### src/kse_pkg.sv
// ============================================================================
// kse_pkg: shared types and constants for the scalar Kalman estimator
// Fixed-point widths, reset values, register indexes, control word format
// and the control program of the sequencer.
// ============================================================================
`default_nettype none

package kse_pkg;

    localparam int SAMPLE_BITS_DEFAULT = 10;
    localparam int FRAC_BITS           = 12;   // Q10.12 estimate
    localparam int EST_W               = 22;
    localparam int VAR_W               = 20;
    localparam int GAIN_W              = 17;
    localparam int SUM_W               = VAR_W + 1;
    localparam int PVAR_W              = GAIN_W + VAR_W;

    localparam logic [EST_W-1:0]  EST_MAX  = {EST_W{1'b1}};
    localparam logic [GAIN_W-1:0] ONE_Q16  = 17'd65536;
    localparam int                HALF_Q16 = 32768;

    localparam logic [VAR_W-1:0] SENSOR_VARIANCE_RESET = 20'd1311;
    localparam logic [EST_W-1:0] START_ESTIMATE_RESET  = 22'd3891200;
    localparam logic [VAR_W-1:0] START_VARIANCE_RESET  = 20'd58982;

    // configuration port
    localparam int CFG_IDX_W  = 2;
    localparam int CFG_DATA_W = EST_W;
    typedef enum logic [CFG_IDX_W-1:0] {
        CFG_SENSOR_VARIANCE = 2'd0,
        CFG_START_ESTIMATE  = 2'd1,
        CFG_START_VARIANCE  = 2'd2,
        CFG_UNUSED          = 2'd3
    } cfg_idx_t;

    // divider: one leading quotient bit, then one bit per step while the
    // count runs from DIV_REPEATS down to zero (sixteen steps)
    localparam int               DIV_CNT_W = 4;
    localparam logic [DIV_CNT_W-1:0] DIV_REPEATS = 4'd15;

    typedef enum logic [2:0] {
        OP_LOAD      = 3'd0,
        OP_SUM       = 3'd1,
        OP_DIV_FIRST = 3'd2,
        OP_DIV_STEP  = 3'd3,
        OP_GAIN      = 3'd4,
        OP_MUL_D     = 3'd5,
        OP_MUL_P     = 3'd6,
        OP_UPDATE    = 3'd7
    } op_t;

    typedef enum logic [1:0] {
        COND_NONE     = 2'd0,
        COND_NO_INPUT = 2'd1,
        COND_DIV_MORE = 2'd2,
        COND_OUT_BUSY = 2'd3
    } cond_t;

    typedef enum logic [2:0] {
        STEP_WAIT      = 3'd0,
        STEP_SUM       = 3'd1,
        STEP_DIV_FIRST = 3'd2,
        STEP_DIV_STEP  = 3'd3,
        STEP_GAIN      = 3'd4,
        STEP_MUL_D     = 3'd5,
        STEP_MUL_P     = 3'd6,
        STEP_UPDATE    = 3'd7
    } step_t;

    // hold: suppress the operation while the jump condition is true
    typedef struct packed {
        op_t   op;
        cond_t cond;
        logic  hold;
        step_t target;
    } ucode_t;

    typedef struct packed {
        op_t  op;
        logic en;
    } dp_ctrl_t;

    typedef struct packed {
        logic div_more;
    } dp_status_t;

    // Control program; the last step falls through to the first by wrap.
    function automatic ucode_t ucode(input step_t s);
        ucode_t w;
        unique case (s)
            STEP_WAIT:      w = '{OP_LOAD,      COND_NO_INPUT, 1'b1, STEP_WAIT};
            STEP_SUM:       w = '{OP_SUM,       COND_NONE,     1'b0, STEP_WAIT};
            STEP_DIV_FIRST: w = '{OP_DIV_FIRST, COND_NONE,     1'b0, STEP_WAIT};
            STEP_DIV_STEP:  w = '{OP_DIV_STEP,  COND_DIV_MORE, 1'b0, STEP_DIV_STEP};
            STEP_GAIN:      w = '{OP_GAIN,      COND_NONE,     1'b0, STEP_WAIT};
            STEP_MUL_D:     w = '{OP_MUL_D,     COND_NONE,     1'b0, STEP_WAIT};
            STEP_MUL_P:     w = '{OP_MUL_P,     COND_NONE,     1'b0, STEP_WAIT};
            STEP_UPDATE:    w = '{OP_UPDATE,    COND_OUT_BUSY, 1'b1, STEP_UPDATE};
            default:        w = '{OP_LOAD,      COND_NO_INPUT, 1'b1, STEP_WAIT};
        endcase
        return w;
    endfunction

endpackage

`default_nettype wire

### src/kse_datapath.sv
// ============================================================================
// kse_datapath: arithmetic and state of the scalar Kalman estimator
// Holds estimate, variance and configuration; per cycle, while enabled, runs
// one sequencer op: load, sum, restoring divide, gain, two multiplies, update.
// ============================================================================
`default_nettype none

module kse_datapath
    import kse_pkg::*;
#(
    parameter int SAMPLE_BITS = SAMPLE_BITS_DEFAULT
)
(
    input  wire logic                   clk,
    input  wire logic                   rst_n,
    input  wire dp_ctrl_t               ctrl,
    output dp_status_t                  status,
    input  wire logic [SAMPLE_BITS-1:0] measurement,
    input  wire logic                   restart,
    input  wire logic                   cfg_we,
    input  wire cfg_idx_t               cfg_index,
    input  wire logic [CFG_DATA_W-1:0]  cfg_data,
    output logic [EST_W-1:0]            filtered_estimate,
    output logic [GAIN_W-1:0]           gain,
    output logic [VAR_W-1:0]            new_variance
);

    localparam int ZW = SAMPLE_BITS + FRAC_BITS;
    localparam int DW = (ZW > EST_W) ? ZW : EST_W;
    localparam int PW = GAIN_W + DW;

    logic [VAR_W-1:0]       r_reg,       r_next;
    logic [EST_W-1:0]       x0_reg,      x0_next;
    logic [VAR_W-1:0]       p0_reg,      p0_next;
    logic [EST_W-1:0]       x_reg,       x_next;
    logic [VAR_W-1:0]       p_reg,       p_next;
    logic [SAMPLE_BITS-1:0] meas_reg,    meas_next;
    logic [SUM_W-1:0]       sum_reg,     sum_next;
    logic [SUM_W-1:0]       rem_reg,     rem_next;
    logic [GAIN_W-1:0]      q_reg,       q_next;
    logic [GAIN_W-1:0]      g_reg,       g_next;
    logic [DW-1:0]          mag_reg,     mag_next;
    logic                   neg_reg,     neg_next;
    logic [DIV_CNT_W-1:0]   cnt_reg,     cnt_next;
    logic [PW-1:0]          prod_d_reg,  prod_d_next;
    logic [PVAR_W-1:0]      prod_p_reg,  prod_p_next;
    logic [EST_W-1:0]       oest_reg,    oest_next;
    logic [GAIN_W-1:0]      ogain_reg,   ogain_next;
    logic [VAR_W-1:0]       ovar_reg,    ovar_next;

    logic [DW-1:0]    z_ext;
    logic [DW-1:0]    x_ext;
    logic [SUM_W:0]   rem_sh;
    logic [SUM_W:0]   rem_diff;
    logic             rem_ge;
    logic [PW:0]      rnd_d;
    logic [DW+1:0]    delta;
    logic [DW+2:0]    up_sum;
    logic [DW+1:0]    dn_diff;
    logic [EST_W-1:0] est_new;
    logic [PVAR_W:0]  rnd_p;

    always_comb
    begin
        z_ext = DW'(meas_reg) << FRAC_BITS;
        x_ext = DW'(x_reg);

        // first quotient bit compares P itself, later bits shift in a zero
        rem_sh   = (ctrl.op == OP_DIV_FIRST) ? (SUM_W+1)'(p_reg)
                                             : {rem_reg, 1'b0};
        rem_diff = rem_sh - (SUM_W+1)'(sum_reg);
        rem_ge   = (rem_sh >= (SUM_W+1)'(sum_reg));

        rnd_d   = (PW+1)'(prod_d_reg) + (PW+1)'(HALF_Q16);
        delta   = rnd_d[PW:16];
        up_sum  = (DW+3)'(x_reg) + (DW+3)'(delta);
        dn_diff = (DW+2)'(x_reg) - delta;
        if (neg_reg)
        begin
            est_new = (delta > (DW+2)'(x_reg)) ? '0 : dn_diff[EST_W-1:0];
        end
        else
        begin
            est_new = (up_sum > (DW+3)'(EST_MAX)) ? EST_MAX : up_sum[EST_W-1:0];
        end
        // (1-g)P < 2^36, so the rounded result always fits the variance width
        rnd_p = (PVAR_W+1)'(prod_p_reg) + (PVAR_W+1)'(HALF_Q16);
    end

    always_comb
    begin
        r_next      = r_reg;
        x0_next     = x0_reg;
        p0_next     = p0_reg;
        x_next      = x_reg;
        p_next      = p_reg;
        meas_next   = meas_reg;
        sum_next    = sum_reg;
        rem_next    = rem_reg;
        q_next      = q_reg;
        g_next      = g_reg;
        mag_next    = mag_reg;
        neg_next    = neg_reg;
        cnt_next    = cnt_reg;
        prod_d_next = prod_d_reg;
        prod_p_next = prod_p_reg;
        oest_next   = oest_reg;
        ogain_next  = ogain_reg;
        ovar_next   = ovar_reg;

        if (cfg_we)
        begin
            unique case (cfg_index)
                CFG_SENSOR_VARIANCE: r_next  = cfg_data[VAR_W-1:0];
                CFG_START_ESTIMATE:  x0_next = cfg_data[EST_W-1:0];
                CFG_START_VARIANCE:  p0_next = cfg_data[VAR_W-1:0];
                default:             ;
            endcase
        end

        if (ctrl.en)
        begin
            unique case (ctrl.op)
                OP_LOAD:
                begin
                    meas_next = measurement;
                    if (restart)
                    begin
                        x_next = x0_reg;
                        p_next = p0_reg;
                    end
                end
                OP_SUM:
                begin
                    sum_next = SUM_W'(p_reg) + SUM_W'(r_reg);
                    neg_next = (z_ext < x_ext);
                    mag_next = (z_ext < x_ext) ? (x_ext - z_ext) : (z_ext - x_ext);
                end
                OP_DIV_FIRST:
                begin
                    rem_next = rem_ge ? rem_diff[SUM_W-1:0] : rem_sh[SUM_W-1:0];
                    q_next   = {{(GAIN_W-1){1'b0}}, rem_ge};
                    cnt_next = DIV_REPEATS;
                end
                OP_DIV_STEP:
                begin
                    rem_next = rem_ge ? rem_diff[SUM_W-1:0] : rem_sh[SUM_W-1:0];
                    q_next   = {q_reg[GAIN_W-2:0], rem_ge};
                    cnt_next = cnt_reg - 1'b1;
                end
                OP_GAIN:
                begin
                    g_next = (sum_reg == '0) ? '0 : q_reg;
                end
                OP_MUL_D:
                begin
                    prod_d_next = PW'(g_reg) * PW'(mag_reg);
                end
                OP_MUL_P:
                begin
                    prod_p_next = PVAR_W'(ONE_Q16 - g_reg) * PVAR_W'(p_reg);
                end
                OP_UPDATE:
                begin
                    x_next     = est_new;
                    p_next     = rnd_p[VAR_W+15:16];
                    oest_next  = est_new;
                    ogain_next = g_reg;
                    ovar_next  = rnd_p[VAR_W+15:16];
                end
                default: ;
            endcase
        end
    end

    always_ff @(posedge clk or negedge rst_n)
    begin
        if (!rst_n)
        begin
            r_reg   <= SENSOR_VARIANCE_RESET;
            x0_reg  <= START_ESTIMATE_RESET;
            p0_reg  <= START_VARIANCE_RESET;
            x_reg   <= START_ESTIMATE_RESET;
            p_reg   <= START_VARIANCE_RESET;
            cnt_reg <= '0;
        end
        else
        begin
            r_reg   <= r_next;
            x0_reg  <= x0_next;
            p0_reg  <= p0_next;
            x_reg   <= x_next;
            p_reg   <= p_next;
            cnt_reg <= cnt_next;
        end
    end

    always_ff @(posedge clk)
    begin
        meas_reg   <= meas_next;
        sum_reg    <= sum_next;
        rem_reg    <= rem_next;
        q_reg      <= q_next;
        g_reg      <= g_next;
        mag_reg    <= mag_next;
        neg_reg    <= neg_next;
        prod_d_reg <= prod_d_next;
        prod_p_reg <= prod_p_next;
        oest_reg   <= oest_next;
        ogain_reg  <= ogain_next;
        ovar_reg   <= ovar_next;
    end

    assign status.div_more   = (cnt_reg != '0);
    assign filtered_estimate = oest_reg;
    assign gain              = ogain_reg;
    assign new_variance      = ovar_reg;

endmodule

`default_nettype wire

### src/scalar_kalman_static_estimator.sv
// ============================================================================
// scalar_kalman_static_estimator: scalar Kalman filter for a constant value
// Microcoded sequencer over a shared datapath; one result per sample.
// ============================================================================
// Each sample runs through the control program of the sequencer in order:
// the step that takes the item, P+R and |z-x|, the gain division (one
// quotient bit per cycle in the restoring divider), fixing the gain, the
// two multiplies and the update of the state. The result sits in an output
// register; the next sample can be accepted in the cycle after the update
// and runs while the result waits, and only its update step stalls if the
// previous result has not yet been taken.
// Configuration writes are always ready; a new sensor variance applies from
// the next sample, new start values reach the running state at the next
// restart.
`default_nettype none

module scalar_kalman_static_estimator
    import kse_pkg::*;
#(
    parameter int SAMPLE_BITS = SAMPLE_BITS_DEFAULT
)
(
    input  wire logic                                 clk,
    input  wire logic                                 rst_n,
    // s_tdata: measurement [SAMPLE_BITS-1:0], zero fill above
    input  wire logic [((SAMPLE_BITS+7)/8)*8-1:0]     s_tdata,
    // s_tuser: restart [0]
    input  wire logic [0:0]                           s_tuser,
    input  wire logic                                 s_tvalid,
    output logic                                      s_tready,
    // m_tdata: filtered_estimate [21:0], gain [38:22], new_variance [58:39]
    output logic [63:0]                               m_tdata,
    output logic                                      m_tvalid,
    input  wire logic                                 m_tready,
    input  wire logic                                 cfg_valid,
    output logic                                      cfg_ready,
    input  wire logic [CFG_IDX_W-1:0]                 cfg_index,
    input  wire logic [CFG_DATA_W-1:0]                cfg_data
);

    step_t      step_reg, step_next;
    logic       out_valid_reg, out_valid_next;
    ucode_t     uword;
    logic       jump;
    dp_ctrl_t   ctrl;
    dp_status_t status;

    logic [EST_W-1:0]  filtered_estimate;
    logic [GAIN_W-1:0] gain;
    logic [VAR_W-1:0]  new_variance;

    assign uword = ucode(step_reg);

    // next step
    always_comb
    begin
        unique case (uword.cond)
            COND_NONE:     jump = 1'b0;
            COND_NO_INPUT: jump = !s_tvalid;
            COND_DIV_MORE: jump = status.div_more;
            COND_OUT_BUSY: jump = out_valid_reg && !m_tready;
            default:       jump = 1'b0;
        endcase
        step_next = jump ? uword.target : step_t'(step_reg + 3'd1);
    end

    // outputs of the sequencer
    always_comb
    begin
        ctrl.op  = uword.op;
        ctrl.en  = !(jump && uword.hold);
        s_tready = (uword.op == OP_LOAD);
        out_valid_next = out_valid_reg;
        if (m_tready)
        begin
            out_valid_next = 1'b0;
        end
        if (uword.op == OP_UPDATE && ctrl.en)
        begin
            out_valid_next = 1'b1;
        end
    end

    always_ff @(posedge clk or negedge rst_n)
    begin
        if (!rst_n)
        begin
            step_reg      <= STEP_WAIT;
            out_valid_reg <= 1'b0;
        end
        else
        begin
            step_reg      <= step_next;
            out_valid_reg <= out_valid_next;
        end
    end

    kse_datapath #(
        .SAMPLE_BITS (SAMPLE_BITS)
    ) u_datapath (
        .clk               (clk),
        .rst_n             (rst_n),
        .ctrl              (ctrl),
        .status            (status),
        .measurement       (s_tdata[SAMPLE_BITS-1:0]),
        .restart           (s_tuser[0]),
        .cfg_we            (cfg_valid && cfg_ready),
        .cfg_index         (cfg_idx_t'(cfg_index)),
        .cfg_data          (cfg_data),
        .filtered_estimate (filtered_estimate),
        .gain              (gain),
        .new_variance      (new_variance)
    );

    assign cfg_ready = 1'b1;
    assign m_tvalid  = out_valid_reg;
    assign m_tdata   = {5'd0, new_variance, gain, filtered_estimate};

    a_valid_from_update: assert property (@(posedge clk) disable iff (!rst_n)
        $rose(out_valid_reg) |-> $past(step_reg == STEP_UPDATE))
        else $error("result raised outside the update step");

    a_accept_starts_item: assert property (@(posedge clk) disable iff (!rst_n)
        (s_tvalid && s_tready) |=> (step_reg == STEP_SUM))
        else $error("accepted item did not start the program");

    a_div_exit: assert property (@(posedge clk) disable iff (!rst_n)
        (step_reg == STEP_DIV_STEP && !status.div_more) |=> (step_reg == STEP_GAIN))
        else $error("divider did not finish after its last step");

    a_gain_range: assert property (@(posedge clk) disable iff (!rst_n)
        out_valid_reg |-> (gain <= ONE_Q16))
        else $error("gain above one");

endmodule

`default_nettype wire

### config.mk
export PLATFORM = sky130hd
export DESIGN_NAME = scalar_kalman_static_estimator
export DESIGN_NICKNAME = d
export VERILOG_FILES = /design/src/kse_pkg.sv /design/src/kse_datapath.sv /design/src/scalar_kalman_static_estimator.sv
export SDC_FILE = /design/constraint.sdc
export NUM_CORES = 2
export LEC_CHECK = 0
export BUFFER_PORTS_ARGS = -buffer_cell sky130_fd_sc_hd__buf_2
export CORE_ASPECT_RATIO = 0.5
export CORE_MARGIN = 8
export CORE_UTILIZATION = 59
export DETAILED_ROUTE_END_ITERATION = 12
export HOLD_SLACK_MARGIN = 0.02
export PLACE_DENSITY = 0.79
export SYNTH_ARGS = -nofsm -noshare
export SYNTH_HDL_FRONTEND = slang
export SYNTH_SLANG_ARGS = --single-unit
export TNS_END_PERCENT = 1
### constraint.sdc
create_clock -name clk -period 7.1 [get_ports clk]
set_input_delay 0.355 -clock clk [delete_from_list [all_inputs] [get_ports clk]]
set_output_delay 0.355 -clock clk [all_outputs]
set_load 0.02 [all_outputs]
=== After elaboration in Yosys (flattened, before gate mapping) ===
Memories as Yosys holds them, arrays and structs flattened.
Cells that the tools add are included.

* Add/sub/neg operators: 11
* Multipliers: 2
* Div/mod/pow operators: 0
* Order comparisons: 4
* Eq/ne operators: 13
* Shifts and indexed selects: 0
* Multiplexer cells: 16
* Bitwise operators: 1
* Reduce and logical (&&, ||, !) cells: 27

{| class="wikitable"
|+ Operators by type and width
! kind !! number
|-
| 2-to-1 mux 22 bit || 6
|-
| subtractor 22 bit || 3
|-
| one-hot mux 22 bit (2 select lines) || 1
|-
| adder 39 x 16 -> 40 bit, second input constant || 1
|-
| one-hot mux 20 bit (2 select lines) || 1
|-
| multiplier 17 x 22 -> 39 bit || 1
|-
| multiplier 37 x 20 -> 36 bit || 1
|-
| adder 36 x 16 -> 36 bit, second input constant || 1
|-
| one-hot mux 17 bit (2 select lines) || 1
|-
| adder 22 x 24 -> 25 bit || 1
|-
| > comparator 25 x 22 -> 1 bit, second input constant || 1
|-
| > comparator 24 x 22 -> 1 bit || 1
|-
| greater-or-equal comparator 22 x 21 -> 1 bit || 1
|-
| less-than comparator 22 bit || 1
|-
| AND reduction 2 bit || 11
|-
| adder 20 x 20 -> 21 bit || 1
|-
| zero test 21 bit || 1
|-
| 2-to-1 mux 21 bit || 1
|-
| subtractor 21 bit || 1
|-
| 2-to-1 mux 20 bit || 1
|-
| subtractor 17 x 17 -> 18 bit, first input constant || 1
|-
| == test 3 bit, second input constant || 4
|-
| one-hot mux 4 bit (2 select lines) || 1
|-
| == test 2 bit, second input constant || 3
|-
| 18 further kinds || 28
|}

* Flip-flop bits (word level): 355
* Latch bits: 0
* RAM bits: 0
* Bits in read-only memories: 72
* Input bits: 46
* Output and inout port bits: 67
* Word-level logic and storage cells: 95
* Memories kept: 1

{| class="wikitable"
|+ Memories
! name !! words !! bits a word !! rd ports !! clocked after memory_dff !! wr ports !! line !! RTL
|-
| (no name shown) || 8 || 9 || 1 || 0 || 0 || kse_pkg.sv:90 || <nowiki>unique case (s)</nowiki>
|}

=== Logic depth before layout (Yosys ltp) ===
* Depth after elaboration: 7
* Mapped depth: 34

=== Cells and area by module ===
From an unflattened synthesis, not the netlist that was laid out.

* Cell total of the unflattened synthesis: 4345
* Area, all modules: 41212.0 µm²

{| class="wikitable"
|+ By module, submodules not included
! module !! times used !! cells each !! area each (µm²) !! seq. area each (µm²)
|-
| kse_datapath || 1 || 4301 || 40836.7 || 9147.5
|-
| scalar_kalman_static_estimator || 1 || 44 || 375.4 || 100.1
|}

=== Worst setup path after synthesis ===
No wires, ideal clock.

* Path kind: register to register
* Start point: register u_datapath.g_reg[2]
* End point: register u_datapath.prod_p_reg[35] (data pin)
* Data arrival time: 7630 ps
* Required time: 6840 ps
* Setup slack: -790 ps
* Cell stages (with the launch flop): 31
* Cells stage by stage: edfxtp_1 clkbuf_1 nor3_1 nand2_1 nor2_1 a21boi_1 clkbuf_1 nand2_1 fa_1 clkbuf_1 xor2_1 xnor2_1 inv_1 fa_1 fa_1 fa_1 fa_1 inv_1 fa_1 inv_1 ha_1 nor2b_1 o21ai_1 nand2b_1 nor4_1 a31oi_1 a41o_1 o2111a_1 o21a_1 nor2_1 xnor2_1

* Word-level cells in the longest chain between the ends: 2

{| class="wikitable"
|+ Ends and longest elaborated chain
! item !! line !! RTL
|-
| start, declared || kse_datapath.sv:41 || <nowiki>logic [GAIN_W-1:0] g_reg, g_next;</nowiki>
|-
| start signal, assigned || kse_datapath.sv:204 || <nowiki>g_reg <= g_next;</nowiki>
|-
| subtractor 17 x 17 -> 18 bit || kse_datapath.sv:161 || <nowiki>prod_p_next = PVAR_W'(ONE_Q16 - g_reg) * PVAR_W'(p_reg);</nowiki>
|-
| multiplier 37 x 20 -> 36 bit || kse_datapath.sv:161 ||
|-
| end signal, assigned || kse_datapath.sv:208 || <nowiki>prod_p_reg <= prod_p_next;</nowiki>
|-
| end, declared || kse_datapath.sv:46 || <nowiki>logic [PVAR_W-1:0] prod_p_reg, prod_p_next;</nowiki>
|}

No other way between the ends.
A chain may end at the register's enable or synchronous reset.

=== Final worst setup path ===
* Start point: register u_datapath.g_reg[6]
* End point: register u_datapath.prod_p_reg[35] (data pin)

The elaborated chain is that of the path after synthesis.

==> summary.txt <==
fmax -> 126 MHz
# setup viols final -> 21
fillers -> 5628
Yosys warning count -> 0
most common cell after layout, fill and taps aside -> inv_1
post-synthesis sequential area ratio -> 21.6%
largest net degree at the start of global routing -> 66
CP delay by family, top -> adder cells
Initial Utilization -> 59.2%
endpoint class of the critical path -> register
Worst Setup Path Type -> reg -> reg
drt drc -> 0
non-filler instance count after layout -> 5674
Arr. time, crit path -> 8300 ps
final instance area -> 47700 sq um
post-synth top area share -> 30.8%
Nets -> 5715
Most common cell on crit path -> fa_1
cell row count -> 70
CTS root buf -> clkbuf_16
status -> finished with violations
Max-Cap Viols -> 0
Clock transition at path regs -> 70 ps
placed cells -> 5591
HPWL after DPL -> 100000 um
total CTS buffers -> 35
clk_skew -> 45.9 ps
clock buffer depth -> 3
Setup WS post-layout -> -857 ps
FF/Latch Area -> 9250 sq um
fin crit period -> 7960 ps
Final Hold Viols -> 0
slew margin rel. -> 11.4%
Synth area leaders -> fa_1, edfxtp_1, ha_1
grt ovf -> 0
CP max FO -> 14
multi-input logic area -> 30000 sq um
initial antenna violation count -> 1
fin. max-slew vios -> 0
worst slew pin tran -> 1320 ps
Min-Delay Path Class -> in -> reg
die area -> 82000 sq um
synthesized area -> 42900 sq um
IO Count -> 113
violated checks -> setup timing
Routed WL per cell -> 21.4 um
Syn Area/Cell -> 9.61 sq um
Detail Route Antenna Nets -> 0
CTS tree -> yes
WP buf/inv -> 7
number of diodes -> 0
top_reg_cell synth -> edfxtp_1
EDFF count, synth -> 213
worst skew pair latency -> 600 ps
routability cong. -> 0.999
drt first pass iters -> 6
Detailed Route Iter0 Violations -> 3275
Critical Path Start Type -> register
pre-CTS WS -> -1030 ps
critical path required time -> 7440 ps
Port Buffers -> 100
crit-path max cell delay -> 610 ps
Core ar. -> 72400 sq um
final worst-path cycle share -> 112%
die width -> 397 um
die height -> 207 um
count of state elements after synthesis -> 325
Tot GR Track Use -> 30.4%
Yosys cell types -> 91
Routed WL -> 121000 um
Async S/R FF share, synth -> 34.5%
commonest cells after routing, fill and taps aside -> inv_1, fa_1, nand2_1
Layout area overhead -> 11.2%
cell taking the most area after synthesis -> fa_1
Post-DP Area -> 46000 sq um
H-tree Lvls -> 2
# clock sinks -> 325
max FFs per register -> 24
Slowest-stage cell, CP -> or4_4
Cells after Synth -> 4457
vias per cell -> 5.70
vias in the first global route -> 33600
proportion of layout cells with a drive suffix above 1 -> 13.7%
DR vias -> 32400
first-pass GRT wire length -> 193000 um
RSZ-0062 raised after global routing -> yes
Util after Layout -> 65.8%
synthesized netlist by cell type, drive strengths merged, types with 79 or more instances:
| library cell | number |
|---|---|
| clkbuf | 188 |
| o21ai | 124 |
| fa | 660 |
| a21oi | 107 |
| nand2 | 610 |
| inv | 854 |
| mux2 | 79 |
| xnor2 | 127 |
| edfxtp | 213 |
| nor2 | 143 |
| ha | 333 |
| and2 | 310 |
worst paths after layout:
| kind | startpoint | to | slack [ps] | cells past startpoint |
|---|---|---|---|---|
| min in group asynchronous | rst_n | u_datapath.r_reg[18] | 370 | 2 |
| worst min-delay path | cfg_data[16] | u_datapath.x0_reg[16] | 40 | 2 |
| max in group asynchronous | rst_n | step_reg[0] | 5450 | 3 |
| worst min register to register | u_datapath.x0_reg[10] | u_datapath.x0_reg[10] | 500 | 1 |
| worst max-delay path | u_datapath.g_reg[6] | u_datapath.prod_p_reg[35] | -860 | 30 |
| worst max register to register | u_datapath.g_reg[6] | u_datapath.prod_p_reg[35] | -860 | 30 |
stage by stage:
| step | hold WS, ps | setup TNS [ps] |
|---|---|---|
| 2_1_floorplan | 59.4 | -1550 |
| 6_report | 43.7 | -8160 |
| 3_3_place_gp | 460 | -9210 |
| 5_1_grt | 41.1 | -15400 |
| 3_5_place_dp | 457 | -13140 |
| 4_1_cts | 22.7 | -7290 |
per-layer routing:
metal | GRT usage [%] | up-vias | wire (um) | part of all wire, %
li1 | - | 14400 | - | -
met1 | 46.0 | 16000 | 54700 | 45
met2 | 39.5 | 1869 | 44600 | 37
met3 | 14.5 | 137 | 19800 | 16
met4 | 5.44 | 0 | 2250 | 1.9
met5 | 0 | - | 0 | 0
cells by family (layout without fill, tap and decap cells):
family                     after synthesis  count (layout)  synth area share, %
buffers and inverters                 1070            1311                 9.47
muxes                                  116             116                 2.94
adders and majority gates              994             994                 40.6
AOI/OAI and AO/OA                      464             464                 7.27
other                                    2               6               0.0175
and+or+nand+nor                       1319            1319                 14.7
DFF                                    325             325                 21.6
xor gates and xnor gates               167             167                 3.41
cell type report:
class                   instances  share of cell area, %
well taps                     972                   2.55
inverters                     858                   6.76
multi-input cells            3066                   62.9
flip-flops and latches        325                   19.4
clock inverters                19                  0.341
repair buffers                390                   6.04
clock buffers                  44                   2.00
timing repair:
item | CTS | global route
endpoints found under the hold margin | 51 | 0
pin swaps | 16 | 8
gates resized for setup | 41 | 30
hold buffers | 15 | 0
setup endpoints to repair | 29 | 32
setup buffers | 3 | 2
Power is not shown: default switching activity piles up to over one toggle a cycle in this logic, so the estimate is an artifact.
